**config.mk**
```make
export PLATFORM = sky130hd
export DESIGN_NAME = first_fit_page_allocator_core
export DESIGN_NICKNAME = d
export VERILOG_FILES = /design/src/hdl/ffpa_pkg.sv /design/src/hdl/ffpa_ram.sv /design/src/hdl/ffpa_ctrl.sv /design/src/hdl/first_fit_page_allocator_core.sv
export SDC_FILE = /design/constraint.sdc
export NUM_CORES = 1
export LEC_CHECK = 0
export ABC_AREA = 1
export CAP_MARGIN = 10
export CORE_MARGIN = 3
export CORE_UTILIZATION = 65
export DETAILED_ROUTE_END_ITERATION = 8
export DONT_BUFFER_PORTS = 1
export GPL_ROUTABILITY_DRIVEN = 1
export PLACE_DENSITY = 0.81
export SKIP_CTS_REPAIR_TIMING = 1
export SYNTH_ARGS = -nofsm -noshare
export SYNTH_HDL_FRONTEND = slang
export SYNTH_SLANG_ARGS = --single-unit
```
**constraint.sdc**
```tcl
create_clock -name clk -period 11.5 [get_ports clk]
set_input_delay 1.15 -clock clk [delete_from_list [all_inputs] [get_ports clk]]
set_output_delay 1.15 -clock clk [all_outputs]
set_load 0.005 [all_outputs]
```
**src/hdl/ffpa_pkg.sv**
```systemverilog
// Shared types, constants and helpers for the first-fit page allocator.
// Depends on nothing; ffpa_ctrl and the core import it.
package ffpa_pkg;

  localparam int PAGE_COUNT = 16;
  localparam int PAGE_BYTES = 4096;
  localparam int POOL_BYTES = 65536;

  localparam int IDX_W      = $clog2(PAGE_COUNT);
  localparam int PAGE_SHIFT = $clog2(PAGE_BYTES);
  localparam int REQ_W      = 20;
  localparam int OFF_W      = 21;
  localparam int BYTES_W    = 17;
  localparam int OFFS_W     = 16;
  localparam int STATUS_W   = 3;
  localparam int NEED_W     = REQ_W - PAGE_SHIFT + 1;
  localparam int PGS_W      = BYTES_W - PAGE_SHIFT + 1;
  localparam int ENTRY_W    = 1 + BYTES_W;

  typedef enum logic [STATUS_W-1:0] {
    ST_OK        = 3'd0,
    ST_NO_RUN    = 3'd1,
    ST_ZERO      = 3'd2,
    ST_OUTSIDE   = 3'd3,
    ST_NOT_START = 3'd4,
    ST_NULL      = 3'd5
  } status_t;

  typedef enum logic {
    CMD_ALLOC = 1'b0,
    CMD_FREE  = 1'b1
  } cmd_t;

  typedef enum logic [2:0] {
    S_CLEAR,
    S_IDLE,
    S_SCAN,
    S_MARK,
    S_FREE_EVAL,
    S_FREE_CLR
  } state_t;

  typedef struct packed {
    logic               used;
    logic [BYTES_W-1:0] bytes;
  } entry_t;

  typedef struct packed {
    logic             we;
    logic [IDX_W-1:0] waddr;
    entry_t           wdata;
    logic [IDX_W-1:0] raddr;
  } ram_req_t;

  typedef struct packed {
    status_t            status;
    logic [IDX_W-1:0]   start_page;
    logic [OFFS_W-1:0]  block_offset;
    logic [BYTES_W-1:0] freed_bytes;
  } result_t;

  function automatic result_t make_result(status_t st, logic [IDX_W-1:0] pg,
                                          logic [BYTES_W-1:0] fb);
    result_t r;
    r.status       = st;
    r.start_page   = pg;
    r.block_offset = OFFS_W'(32'(pg) << PAGE_SHIFT);
    r.freed_bytes  = fb;
    return r;
  endfunction

endpackage

```
**src/hdl/ffpa_ram.sv**
```systemverilog
// Generic single-write, single-read RAM with a registered read port.
// Self-contained; used for the page table of the allocator.
module ffpa_ram #(
  parameter int WIDTH = 8,
  parameter int DEPTH = 16
) (
  input  logic                     clk,
  input  logic                     we,
  input  logic [$clog2(DEPTH)-1:0] waddr,
  input  logic [WIDTH-1:0]         wdata,
  input  logic [$clog2(DEPTH)-1:0] raddr,
  output logic [WIDTH-1:0]         rdata
);

  logic [WIDTH-1:0] mem [DEPTH];

  always_ff @(posedge clk) begin
    if (we) begin
      mem[waddr] <= wdata;
    end
    rdata <= mem[raddr];
  end

endmodule

```
**src/hdl/ffpa_ctrl.sv**
```systemverilog
// Command sequencer of the allocator: clearing pass, first-fit scan,
// marking and freeing passes over the page table. Depends on ffpa_pkg.
module ffpa_ctrl (
  input  logic                                clk,
  input  logic                                rst,
  input  logic                                start,
  input  logic                                cmd,
  input  logic [ffpa_pkg::REQ_W-1:0]          req_bytes,
  input  logic signed [ffpa_pkg::OFF_W-1:0]   free_offset,
  input  logic                                is_null,
  output logic                                busy,
  output logic                                done,
  output ffpa_pkg::result_t                   res,
  output ffpa_pkg::ram_req_t                  ram,
  input  ffpa_pkg::entry_t                    rdata
);
  import ffpa_pkg::*;

  state_t             state, state_next;
  logic [IDX_W:0]     rd_idx, rd_idx_next;
  logic               chk_vld, chk_vld_next;
  logic [IDX_W-1:0]   chk_idx, chk_idx_next;
  logic [IDX_W:0]     run, run_next;
  logic [IDX_W-1:0]   start_pg, start_pg_next;
  logic [NEED_W-1:0]  need, need_next;
  logic [BYTES_W-1:0] req_r, req_r_next;
  logic [IDX_W:0]     cnt, cnt_next;
  logic [PGS_W-1:0]   left, left_next;
  logic [BYTES_W-1:0] size, size_next;
  logic [IDX_W-1:0]   page_r, page_r_next;
  logic               done_next;
  result_t            res_next;

  logic [NEED_W-1:0]  need_in;
  logic [OFF_W-2:0]   off;
  logic [OFF_W-2:0]   off_page;
  logic               outside;
  logic [PGS_W-1:0]   pages;

  assign need_in  = NEED_W'(req_bytes >> PAGE_SHIFT)
                  + NEED_W'(|req_bytes[PAGE_SHIFT-1:0]);
  assign off      = free_offset[OFF_W-2:0];
  assign off_page = off >> PAGE_SHIFT;
  assign outside  = free_offset[OFF_W-1] || (32'(off) >= POOL_BYTES)
                 || (32'(off_page) >= PAGE_COUNT);
  assign pages    = PGS_W'(rdata.bytes >> PAGE_SHIFT)
                  + PGS_W'(|rdata.bytes[PAGE_SHIFT-1:0]);
  assign busy     = (state != S_IDLE);

  always_ff @(posedge clk) begin
    if (rst) begin
      state <= S_CLEAR;
      cnt   <= '0;
      done  <= 1'b0;
    end else begin
      state <= state_next;
      cnt   <= cnt_next;
      done  <= done_next;
    end
    rd_idx   <= rd_idx_next;
    chk_vld  <= chk_vld_next;
    chk_idx  <= chk_idx_next;
    run      <= run_next;
    start_pg <= start_pg_next;
    need     <= need_next;
    req_r    <= req_r_next;
    left     <= left_next;
    size     <= size_next;
    page_r   <= page_r_next;
    res      <= res_next;
  end

  always_comb begin
    logic [IDX_W:0] run_inc;
    run_inc       = run + 1'b1;
    state_next    = state;
    rd_idx_next   = rd_idx;
    chk_vld_next  = chk_vld;
    chk_idx_next  = chk_idx;
    run_next      = run;
    start_pg_next = start_pg;
    need_next     = need;
    req_r_next    = req_r;
    cnt_next      = cnt;
    left_next     = left;
    size_next     = size;
    page_r_next   = page_r;
    done_next     = 1'b0;
    res_next      = res;
    ram           = '0;

    unique case (state)
      S_CLEAR: begin
        ram.we    = 1'b1;
        ram.waddr = cnt[IDX_W-1:0];
        cnt_next  = cnt + 1'b1;
        if (cnt[IDX_W-1:0] == IDX_W'(PAGE_COUNT - 1)) begin
          state_next = S_IDLE;
        end
      end

      S_IDLE: begin
        if (start) begin
          if (cmd == CMD_FREE) begin
            if (is_null) begin
              res_next  = make_result(ST_NULL, '0, '0);
              done_next = 1'b1;
            end else if (outside) begin
              res_next  = make_result(ST_OUTSIDE, '0, '0);
              done_next = 1'b1;
            end else begin
              ram.raddr   = off_page[IDX_W-1:0];
              page_r_next = off_page[IDX_W-1:0];
              state_next  = S_FREE_EVAL;
            end
          end else begin
            if (req_bytes == '0) begin
              res_next  = make_result(ST_ZERO, '0, '0);
              done_next = 1'b1;
            end else if (32'(need_in) > PAGE_COUNT) begin
              res_next  = make_result(ST_NO_RUN, '0, '0);
              done_next = 1'b1;
            end else begin
              need_next    = need_in;
              req_r_next   = req_bytes[BYTES_W-1:0];
              rd_idx_next  = '0;
              chk_vld_next = 1'b0;
              run_next     = '0;
              state_next   = S_SCAN;
            end
          end
        end
      end

      S_SCAN: begin
        // Reads run one page ahead of the evaluation of the returned word.
        ram.raddr = rd_idx[IDX_W-1:0];
        if (32'(rd_idx) < PAGE_COUNT) begin
          rd_idx_next  = rd_idx + 1'b1;
          chk_vld_next = 1'b1;
          chk_idx_next = rd_idx[IDX_W-1:0];
        end else begin
          chk_vld_next = 1'b0;
        end
        if (chk_vld) begin
          if (!rdata.used) begin
            run_next = run_inc;
            if (run == '0) begin
              start_pg_next = chk_idx;
            end
            if (NEED_W'(run_inc) == need) begin
              cnt_next   = '0;
              state_next = S_MARK;
            end else if (chk_idx == IDX_W'(PAGE_COUNT - 1)) begin
              res_next   = make_result(ST_NO_RUN, '0, '0);
              done_next  = 1'b1;
              state_next = S_IDLE;
            end
          end else begin
            run_next = '0;
            if (chk_idx == IDX_W'(PAGE_COUNT - 1)) begin
              res_next   = make_result(ST_NO_RUN, '0, '0);
              done_next  = 1'b1;
              state_next = S_IDLE;
            end
          end
        end
      end

      S_MARK: begin
        ram.we         = 1'b1;
        ram.waddr      = start_pg + cnt[IDX_W-1:0];
        ram.wdata.used = 1'b1;
        ram.wdata.bytes = (cnt == '0) ? req_r : '0;
        cnt_next       = cnt + 1'b1;
        if (NEED_W'(cnt) + 1'b1 == need) begin
          res_next   = make_result(ST_OK, start_pg, '0);
          done_next  = 1'b1;
          state_next = S_IDLE;
        end
      end

      S_FREE_EVAL: begin
        if (!rdata.used || rdata.bytes == '0) begin
          res_next   = make_result(ST_NOT_START, '0, '0);
          done_next  = 1'b1;
          state_next = S_IDLE;
        end else begin
          size_next  = rdata.bytes;
          left_next  = pages;
          cnt_next   = {1'b0, page_r};
          state_next = S_FREE_CLR;
        end
      end

      S_FREE_CLR: begin
        // Clearing stops early at the last page of the pool.
        ram.we    = 1'b1;
        ram.waddr = cnt[IDX_W-1:0];
        cnt_next  = cnt + 1'b1;
        left_next = left - 1'b1;
        if (left == PGS_W'(1) || cnt[IDX_W-1:0] == IDX_W'(PAGE_COUNT - 1)) begin
          res_next   = make_result(ST_OK, page_r, size);
          done_next  = 1'b1;
          state_next = S_IDLE;
        end
      end

      default: begin
        state_next = S_IDLE;
      end
    endcase
  end

endmodule

```
**src/hdl/first_fit_page_allocator_core.sv**
```systemverilog
// First-fit contiguous page allocator over a pool of 16 pages of 4 KB.
//
// Commands enter on start while busy is low: cmd selects allocate or free,
// req_bytes carries the size for an allocate, free_offset and is_null the
// pointer for a free. Each command gives one result word on status,
// start_page, block_offset and freed_bytes, shown for exactly one cycle
// with done high; the receiver cannot hold it off.
// Zero size, oversized, null and out-of-pool commands answer straight from the
// idle state. An allocate scans the page table one page a cycle through the
// table's registered read port until a run is found, then writes one page a
// cycle to mark it; a failed scan answers after the last page. A free reads
// the entry of its page and answers with a not-start status when the page
// does not start a block; else it clears one page a cycle. busy stays high
// until done is raised, and a new command may be given in the cycle that
// done is high.
// After reset a clearing pass writes every entry of the page table, one a
// cycle, and busy is high until it ends.
// Depends on ffpa_pkg, ffpa_ctrl and ffpa_ram.
module first_fit_page_allocator_core (
  input  logic                                   clk,
  input  logic                                   rst,
  input  logic                                   start,
  output logic                                   busy,
  input  logic                                   cmd,
  input  logic [ffpa_pkg::REQ_W-1:0]             req_bytes,
  input  logic signed [ffpa_pkg::OFF_W-1:0]      free_offset,
  input  logic                                   is_null,
  output logic                                   done,
  output logic [ffpa_pkg::STATUS_W-1:0]          status,
  output logic [ffpa_pkg::IDX_W-1:0]             start_page,
  output logic [ffpa_pkg::OFFS_W-1:0]            block_offset,
  output logic [ffpa_pkg::BYTES_W-1:0]           freed_bytes
);
  import ffpa_pkg::*;

  ram_req_t ram;
  entry_t   rdata;
  result_t  res;

  ffpa_ctrl u_ctrl (
    .clk         (clk),
    .rst         (rst),
    .start       (start),
    .cmd         (cmd),
    .req_bytes   (req_bytes),
    .free_offset (free_offset),
    .is_null     (is_null),
    .busy        (busy),
    .done        (done),
    .res         (res),
    .ram         (ram),
    .rdata       (rdata)
  );

  ffpa_ram #(
    .WIDTH (ENTRY_W),
    .DEPTH (PAGE_COUNT)
  ) u_table (
    .clk   (clk),
    .we    (ram.we),
    .waddr (ram.waddr),
    .wdata (ram.wdata),
    .raddr (ram.raddr),
    .rdata (rdata)
  );

  assign status       = res.status;
  assign start_page   = res.start_page;
  assign block_offset = res.block_offset;
  assign freed_bytes  = res.freed_bytes;

endmodule
```
==> results of run 1 <==
-- cell usage in the layout (no fill, tap or decap), types with 8 or more instances in the layout --
| cell | count |
|---|---|
| inv_1 | 228 |
| nor2_2 | 16 |
| o21ai_0 | 16 |
| nor3_1 | 9 |
| a21oi_1 | 11 |
| nand4_1 | 10 |
| edfxtp_1 | 384 |
| buf_4 | 24 |
| xor2_1 | 8 |
| clkbuf_16 | 43 |
| nand2_1 | 364 |
| nand3b_1 | 111 |
| conb_1 | 12 |
| dfxtp_1 | 27 |
| clkinv_2 | 9 |
| nand3_1 | 275 |
| nor2_1 | 98 |
| ha_1 | 14 |
-- cells by family after synthesis --
| logic type | after synthesis |
|---|---|
| xor gates and xnor gates | 13 |
| other | 1 |
| AOI/OAI and AO/OA | 44 |
| adders and majority gates | 15 |
| and+or+nand+nor | 899 |
| DFF | 411 |
| buffers and inverters | 322 |
-- power by group through the flow --
| stage | clock network [mW] | logic (mW) | registers [mW] |
|---|---|---|---|
| 3_3_place_gp | 0 | 0.933 | 2.12 |
| 3_5_place_dp | 0 | 0.970 | 2.13 |
| 4_1_cts | 1.34 | 0.982 | 2.11 |
| 6_report | 1.33 | 1.00 | 2.11 |
| 2_1_floorplan | 0 | 0.707 | 2.08 |
| 5_1_grt | 1.40 | 1.10 | 2.13 |
-- worst max path at each step --
stage,startpoint,end,slack [ns],cells after the start
3_5_place_dp,cmd,u_table.rdata[8]$_DFF_P_,7.29,12
5_1_grt,u_ctrl.state[2]$_SDFFE_PP0P_,u_table.rdata[12]$_DFF_P_,7.13,12
4_1_cts,u_ctrl.state[0]$_SDFFE_PP0P_,u_table.rdata[8]$_DFF_P_,7.54,12
6_report,u_ctrl.state[0]$_SDFFE_PP0P_,u_table.rdata[8]$_DFF_P_,7.42,12
2_1_floorplan,req_bytes[7],u_ctrl.need[0]$_DFFE_PP_,5.85,12
3_3_place_gp,cmd,u_table.rdata[8]$_DFF_P_,7.32,12
-- metal layers --
metal,wire [um],vias to the layer above
met1,16200,5908
met2,21000,789
met5,0,-
li1,-,5713
met3,4820,128
met4,1600,0
-- flip-flops by register name (all words and copies together) (netlist names) --
signal	flops
u_ctrl.chk_vld	1
u_ctrl.req_r	17
u_ctrl.done	1
u_ctrl.cnt	5
u_ctrl.state	3
u_ctrl.run	5
u_ctrl.rd_idx	5
u_ctrl.chk_idx	4
u_ctrl.left	6
u_table.mem	288
u_ctrl.start_pg	4
u_ctrl.need	9
u_ctrl.res	24
u_table.rdata	18
u_ctrl.size	17
u_ctrl.page_r	4
-- cell type report --
cell class | count | area [um2]
inverters | 234 | 878
well taps | 372 | 465
multi-input cells | 983 | 4940
clock buffers | 55 | 1180
flip-flops and latches | 411 | 12100
clock inverters | 22 | 183
fillers | 1783 | 7350
repair buffers | 24 | 180
==> flow_metrics.env, run 1 <==
export IMPL_path_delay_family="simple AND/OR/NAND/NOR gates"
export IMPL_netlist_top_cell_by_area="edfxtp_1"
export IMPL_dp_hpwl_um=24700
export IMPL_synth_top_family_by_area="simple AND/OR/NAND/NOR gates"
export IMPL_arrival_ns=4.52
export IMPL_fp_dieH_um=174
export IMPL_p_clk_frac=0.300
export IMPL_setup_ws_ns=7.42
export IMPL_fin_crit_sh=0.355
export IMPL_cp_num_buf_inv=3
export IMPL_switching_share=0.315
export IMPL_cts_buffer_depth=3
export IMPL_worst_setup_path_start_kind="flop"
export IMPL_ioPinCount=88
export IMPL_synth_seq_area_share=0.661
export IMPL_postRouteAntennaNets=0
export IMPL_synth_seq_cells=411
export IMPL_remaining_drc_errors=0
export IMPL_num_rows=60
export IMPL_clkLatencyLatePin_ns=0.53
export IMPL_worstMarginPinSlew_ns=1.26
export IMPL_globalRouteMet3Util=0.0537
export IMPL_routed_wl_um=43700
export IMPL_crit_top_cell="nand2_1"
export IMPL_start_util=0.670
export IMPL_ys_async_sr_fraction=0
export IMPL_ys_top_cells_by_count="384 x edfxtp_1, 364 x nand2_1, 276 x nand3_1"
export IMPL_min_period_ns=4.08
export IMPL_routed_via_count=12500
export IMPL_grt_util_met1=0.389
export IMPL_synth_ff_type="edfxtp_1"
export IMPL_cp_slowest_cell="inv_2"
export IMPL_synthTopCellsByArea="edfxtp_1 63%, nand3_1 7.6%, nand2_1 7.5%, inv_1 4.7%, nand3b_1 4.6%"
export IMPL_end_kind="flop"
export IMPL_grtUsageMet2=0.472
export IMPL_htreeDepth=2
export IMPL_synth_edff_count=384
export IMPL_cts_root_buf="clkbuf_16"
export IMPL_grt_pass1_vias=12200
export IMPL_power_frac_seq=0.475
export IMPL_ys_warn_count=0
export IMPL_dieArea_mm2=0.0301
export IMPL_io_buffer_count=0
export IMPL_drive_gt1_frac=0.0740
export IMPL_slew_headroom=0.158
export IMPL_final_cell_area_mm2=0.0199
export IMPL_min_path_cells=0
export IMPL_fin_skew_ns=0.0146
export IMPL_outcome="complete, no violations"
export IMPL_hold_end="u_ctrl.size[8]$_DFFE_PP_"
export IMPL_synth_compound_area_frac=0.0153
export IMPL_maxCapViolCount=0
export IMPL_r2r_slack_ns=7.42
export IMPL_chipWidth_um=174
export IMPL_setup_tns_ns=0
export IMPL_synth_adder_area_share=0.0107
export IMPL_rsz0062_at_grt="false"
export IMPL_holdWs_ns=0.452
export IMPL_clock_sinks=411
export IMPL_wl_per_cell_um=20.8
export IMPL_cp_required_ns=11.95
export IMPL_dp_cells=2024
export IMPL_leakage_nw=7.93
export IMPL_drv_slew=0
export IMPL_setup_viol=0
export IMPL_fin_cells=2101
export IMPL_grt_max_degree=146
export IMPL_vias_per_cell=5.97
export IMPL_synth_top_area_share=0.631
export IMPL_synthSimpleGateAreaFrac=0.232
export IMPL_total_power_mw=4.44
export IMPL_detail_route_iter0_violations=1681
export IMPL_r2r_start="u_ctrl.state[0]$_SDFFE_PP0P_"
export IMPL_core_area_mm2=0.0273
export IMPL_netlist_area_mm2=0.0183
export IMPL_critical_path_cell_chain="inv_1 -> nand3_1 -> inv_1 -> nand2_4 -> nand2_8 -> inv_2 -> nand2_1 -> nand2_1 -> nand2_1 -> nand3_1 -> nand3_1 -> nand2_1"
export IMPL_tritoncts="done"
export IMPL_power_switching_mw=1.40
export IMPL_grt_pass1_wl_um=67200
export IMPL_busiest_layer="met2"
export IMPL_grt_util_all_layers=0.288
export IMPL_grt_antenna_before_repair=0
export IMPL_cts_clk_slew_worst_paths_ns=0.06
export IMPL_hold_path_class="flop to flop"
export IMPL_netlist_instances=1705
export IMPL_place_area_mm2=0.0185
export IMPL_finalCoreUtilization=0.730
export IMPL_firstDrtPassIters=6
export IMPL_place_gp_congestion=0.888
export IMPL_post_place_ws_ns=7.29
export IMPL_worstPathMaxFanout=145
export IMPL_r2r_end="u_table.rdata[8]$_DFF_P_"
export IMPL_yosysMostFrequentCell="edfxtp_1"
export IMPL_powerDensity_mw_per_mm2=223
export IMPL_syn_area_per_cell_um2=10.7
export IMPL_p_comb_frac=0.225
export IMPL_finalHoldViolCount=0
export IMPL_worst_setup_path_type="flop to flop"
export IMPL_fmax_ghz=0.245
export IMPL_ir_worst_vdd_mv=0.154
export IMPL_worst_r2r_path_depth=12
export IMPL_grt_overflow_total=0
export IMPL_critPathMaxStageDelay_ns=0.93
export IMPL_area_growth_pct=8.93
export IMPL_antenna_cells=0
export IMPL_muxShareOfSynthArea=0
export IMPL_cts_buffers=42
export IMPL_internal_power_mw=3.04
export IMPL_nNetsFinal=1757
export IMPL_worstHoldStart="u_table.rdata[8]$_DFF_P_"
export IMPL_synth_cell_types=43
export IMPL_synth_xor_area_share=0.00623
Note: power is estimated with default switching activity, not from simulation.
==> inputs of run 2 (changes only) <==
ABC_AREA = 0   (was 1)
CORE_UTILIZATION = 57   (was 65)
PLACE_DENSITY = 0.75   (was 0.81)
clock period = 3.4 ns   (was 11.5 ns; I/O delays follow)
==> run 2 against run 1 <==
Effect of this change:
- register-to-register slack got worse by 7.1 ns
- clock skew increased by 0.0013 ns
- global-route usage decreased by 4.3 points
- worst setup slack got worse by 7.1 ns
- worst hold slack got worse by 0.45 ns
- core utilization decreased by 7.6 points
- power increased by 130%
- critical endpoint is now u_ctrl.res[8]$_DFFE_PP_
- highest routed layer is now met5
==> flow_metrics.env, run 2 <==
export IMPL_setup_viol=0
export IMPL_cts_clk_slew_worst_paths_ns=0.06
export IMPL_critical_path_cell_chain="inv_1 -> ha_1 -> xnor2_1 -> nand3_1 -> or4b_1 -> a21o_1 -> a211oi_1 -> and3b_1 -> buf_12"
export IMPL_end_kind="flop"
export IMPL_postRouteAntennaNets=0
export IMPL_fin_skew_ns=0.0159
export IMPL_multi_input_area_mm2=0.00479
export IMPL_area_growth_pct=12.5
export IMPL_synthTopCellsByArea="edfxtp_1 66%, a211oi_1 4.6%, dfxtp_1 3.1%, nand2_1 2.4%, and3_1 2.3%"
export IMPL_path_delay_family="simple AND/OR/NAND/NOR gates"
export IMPL_netlist_area_mm2=0.0174
export IMPL_leakage_nw=7.08
export IMPL_p_clk_frac=0.422
export IMPL_switching_share=0.200
export IMPL_start_util=0.582
export IMPL_num_rows=63
export IMPL_cp_required_ns=3.63
export IMPL_worst_setup_path_type="flop to flop"
export IMPL_largestRegisters="u_table.mem: 288 flops, u_ctrl.res: 24 flops, u_table.rdata: 18 flops"
export IMPL_drive_gt1_frac=0.145
export IMPL_tritoncts="done"
export IMPL_htreeDepth=2
export IMPL_ys_warn_count=0
export IMPL_cp_slowest_cell="or4b_1"
export IMPL_power_switching_mw=2.06
export IMPL_p_comb_frac=0.032
export IMPL_internal_power_mw=8.25
export IMPL_regMostFlops="u_table.mem"
export IMPL_synth_edff_count=384
export IMPL_grt_antenna_before_repair=2
export IMPL_maxCapViolCount=0
export IMPL_routed_via_count=10600
export IMPL_dieArea_mm2=0.0326
export IMPL_core_area_mm2=0.0299
export IMPL_io_buffer_count=0
export IMPL_clkLatencyLatePin_ns=0.54
export IMPL_power_frac_seq=0.546
export IMPL_setup_tns_ns=0
export IMPL_final_common_cell="edfxtp_1"
export IMPL_cp_num_buf_inv=2
export IMPL_synth_cell_types=65
export IMPL_worstMarginPinSlew_ns=0.739
export IMPL_grt_overflow_total=0
export IMPL_fillerInstances=2065
export IMPL_cts_buffer_depth=3
export IMPL_yosysMostFrequentCell="edfxtp_1"
export IMPL_detail_route_iter0_violations=1101
export IMPL_finalHoldViolCount=0
export IMPL_fmax_ghz=0.328
export IMPL_synth_top_area_share=0.664
export IMPL_vias_per_cell=6.29
export IMPL_grt_pass1_wl_um=61600
export IMPL_finalCoreUtilization=0.654
export IMPL_powerDensity_mw_per_mm2=527
export IMPL_cts_root_buf="clkbuf_16"
export IMPL_ir_worst_vdd_mv=0.421
export IMPL_layout_area_seq_mm2=0.0121
export IMPL_cts_buffers=42
export IMPL_outcome="complete, no violations"
export IMPL_clock_sinks=411
export IMPL_arrival_ns=3.28
export IMPL_firstDrtPassIters=5
export IMPL_worstPathMaxFanout=24
export IMPL_ys_top_cells_by_count="384 x edfxtp_1, 109 x nand2_1, 106 x a211oi_1"
export IMPL_synth_seq_area_share=0.695
export IMPL_nNetsFinal=1327
export IMPL_min_period_ns=3.05
export IMPL_slew_headroom=0.507
export IMPL_netlist_top_cell_by_area="edfxtp_1"
export IMPL_routed_wl_um=40700
export IMPL_grt_max_degree=57
export IMPL_worst_setup_path_start_kind="flop"
export IMPL_place_gp_congestion=0.953
export IMPL_antenna_cells=0
export IMPL_ioPinCount=88
export IMPL_fin_crit_sh=0.897
export IMPL_grt_pass1_vias=10400
export IMPL_fp_dieH_um=181
export IMPL_mostFrequentLayoutCells="384 x edfxtp_1, 108 x nand2_1, 106 x a211oi_1, 65 x and3_1"
export IMPL_grt_util_all_layers=0.245
export IMPL_synth_seq_cells=411
export IMPL_chipWidth_um=181
export IMPL_synth_ff_type="edfxtp_1"
export IMPL_wl_per_cell_um=24.1
export IMPL_dp_hpwl_um=24800
export IMPL_critPathMaxStageDelay_ns=0.59
export IMPL_ys_async_sr_fraction=0
export IMPL_rsz0062_at_grt="false"
export IMPL_netlist_instances=1217
export IMPL_drv_slew=0
export IMPL_largest_register_ffs=288
export IMPL_hold_path_class="input pin to flop"
export IMPL_syn_area_per_cell_um2=14.3
export IMPL_remaining_drc_errors=0
## run 2: cell types whose count changed after synthesis, sizes merged, moves of 12 or more
cell | before | now
or4 | 0 | 19
mux2i | 0 | 18
nor4 | 2 | 14
a311oi | 0 | 19
a211oi | 1 | 130
a21oi | 12 | 52
nand2 | 368 | 111
and3 | 0 | 81
nand3 | 277 | 17
nand3b | 111 | 0
nor2 | 115 | 47
inv | 233 | 16
and2 | 0 | 39
xor2 | 8 | 20
## run 2: kinds of logic after synthesis
kind of cell | count (synthesis) | synth area share
compound gates | 253 | 0.109
simple gates | 377 | 0.121
fa+ha+maj | 15 | 0.0112
xor+xnor | 35 | 0.0189
buf+inv | 107 | 0.0354
mux | 18 | 0.0104
other cells | 1 | 0.000216
flops | 411 | 0.695
## run 2: worst paths after layout
kind | startpoint | end | slack (ns) | cells after the start
max | u_ctrl.cnt[0]$_SDFFE_PP0P_ | u_ctrl.res[8]$_DFFE_PP_ | 0.35 | 9
max reg2reg | u_ctrl.cnt[0]$_SDFFE_PP0P_ | u_ctrl.res[8]$_DFFE_PP_ | 0.35 | 9
min reg2reg | u_table.rdata[1]$_DFF_P_ | u_ctrl.size[1]$_DFFE_PP_ | 0.44 | 0
min | rst | u_ctrl.cnt[3]$_SDFFE_PP0P_ | 0.004 | 2
## run 2: cell type report
class / instances / area share
Tap cell: 390 / 0.0250
Multi-Input combinational cell: 710 / 0.245
Timing Repair Buffer: 84 / 0.0415
Clock inverter: 17 / 0.00564
Sequential cell: 411 / 0.618
Inverter: 17 / 0.00327
Clock buffer: 60 / 0.0614
## run 2: metrics by stage
stage	setup slack, ns	power, mW	instance area (um2)	hold slack (ns)	std cells
2_1_floorplan	0.0340	5.91	17400	0.409	1228
3_3_place_gp	0.173	6.02	18000	0.417	1590
3_5_place_dp	0.133	6.03	18000	0.418	1590
4_1_cts	0.394	10.3	19300	-0.137	1667
5_1_grt	0.210	10.6	19500	0.00564	1689
6_report	0.349	10.3	19500	0.00449	1689
## run 2: layer usage
| metal | GRT usage | wire length, um | vias to the layer above |
|---|---|---|---|
| met3 | 0.0458 | 3300 | 103 |
| met5 | 0 | 22 | - |
| li1 | - | - | 4764 |
| met2 | 0.389 | 19400 | 488 |
| met4 | 0.0924 | 1390 | 4 |
| met1 | 0.340 | 16500 | 5264 |
## run 2: worst reg2reg max path: stages, from the launching register on
cell and delay [ns]:
dfxtp_1 0.54, inv_1 0.11, ha_1 0.36, xnor2_1 0.15, nand3_1 0.10, or4b_1 0.59, a21o_1 0.23, a211oi_1 0.21
and3b_1 0.25, buf_12 0.19
## run 2: power by group through the flow
stage	Sequential, mW	Clock (mW)	Combinational (mW)
5_1_grt	5.63	4.61	0.352
4_1_cts	5.62	4.41	0.304
2_1_floorplan	5.70	0	0.210
6_report	5.62	4.35	0.327
3_5_place_dp	5.73	0	0.300
3_3_place_gp	5.72	0	0.291
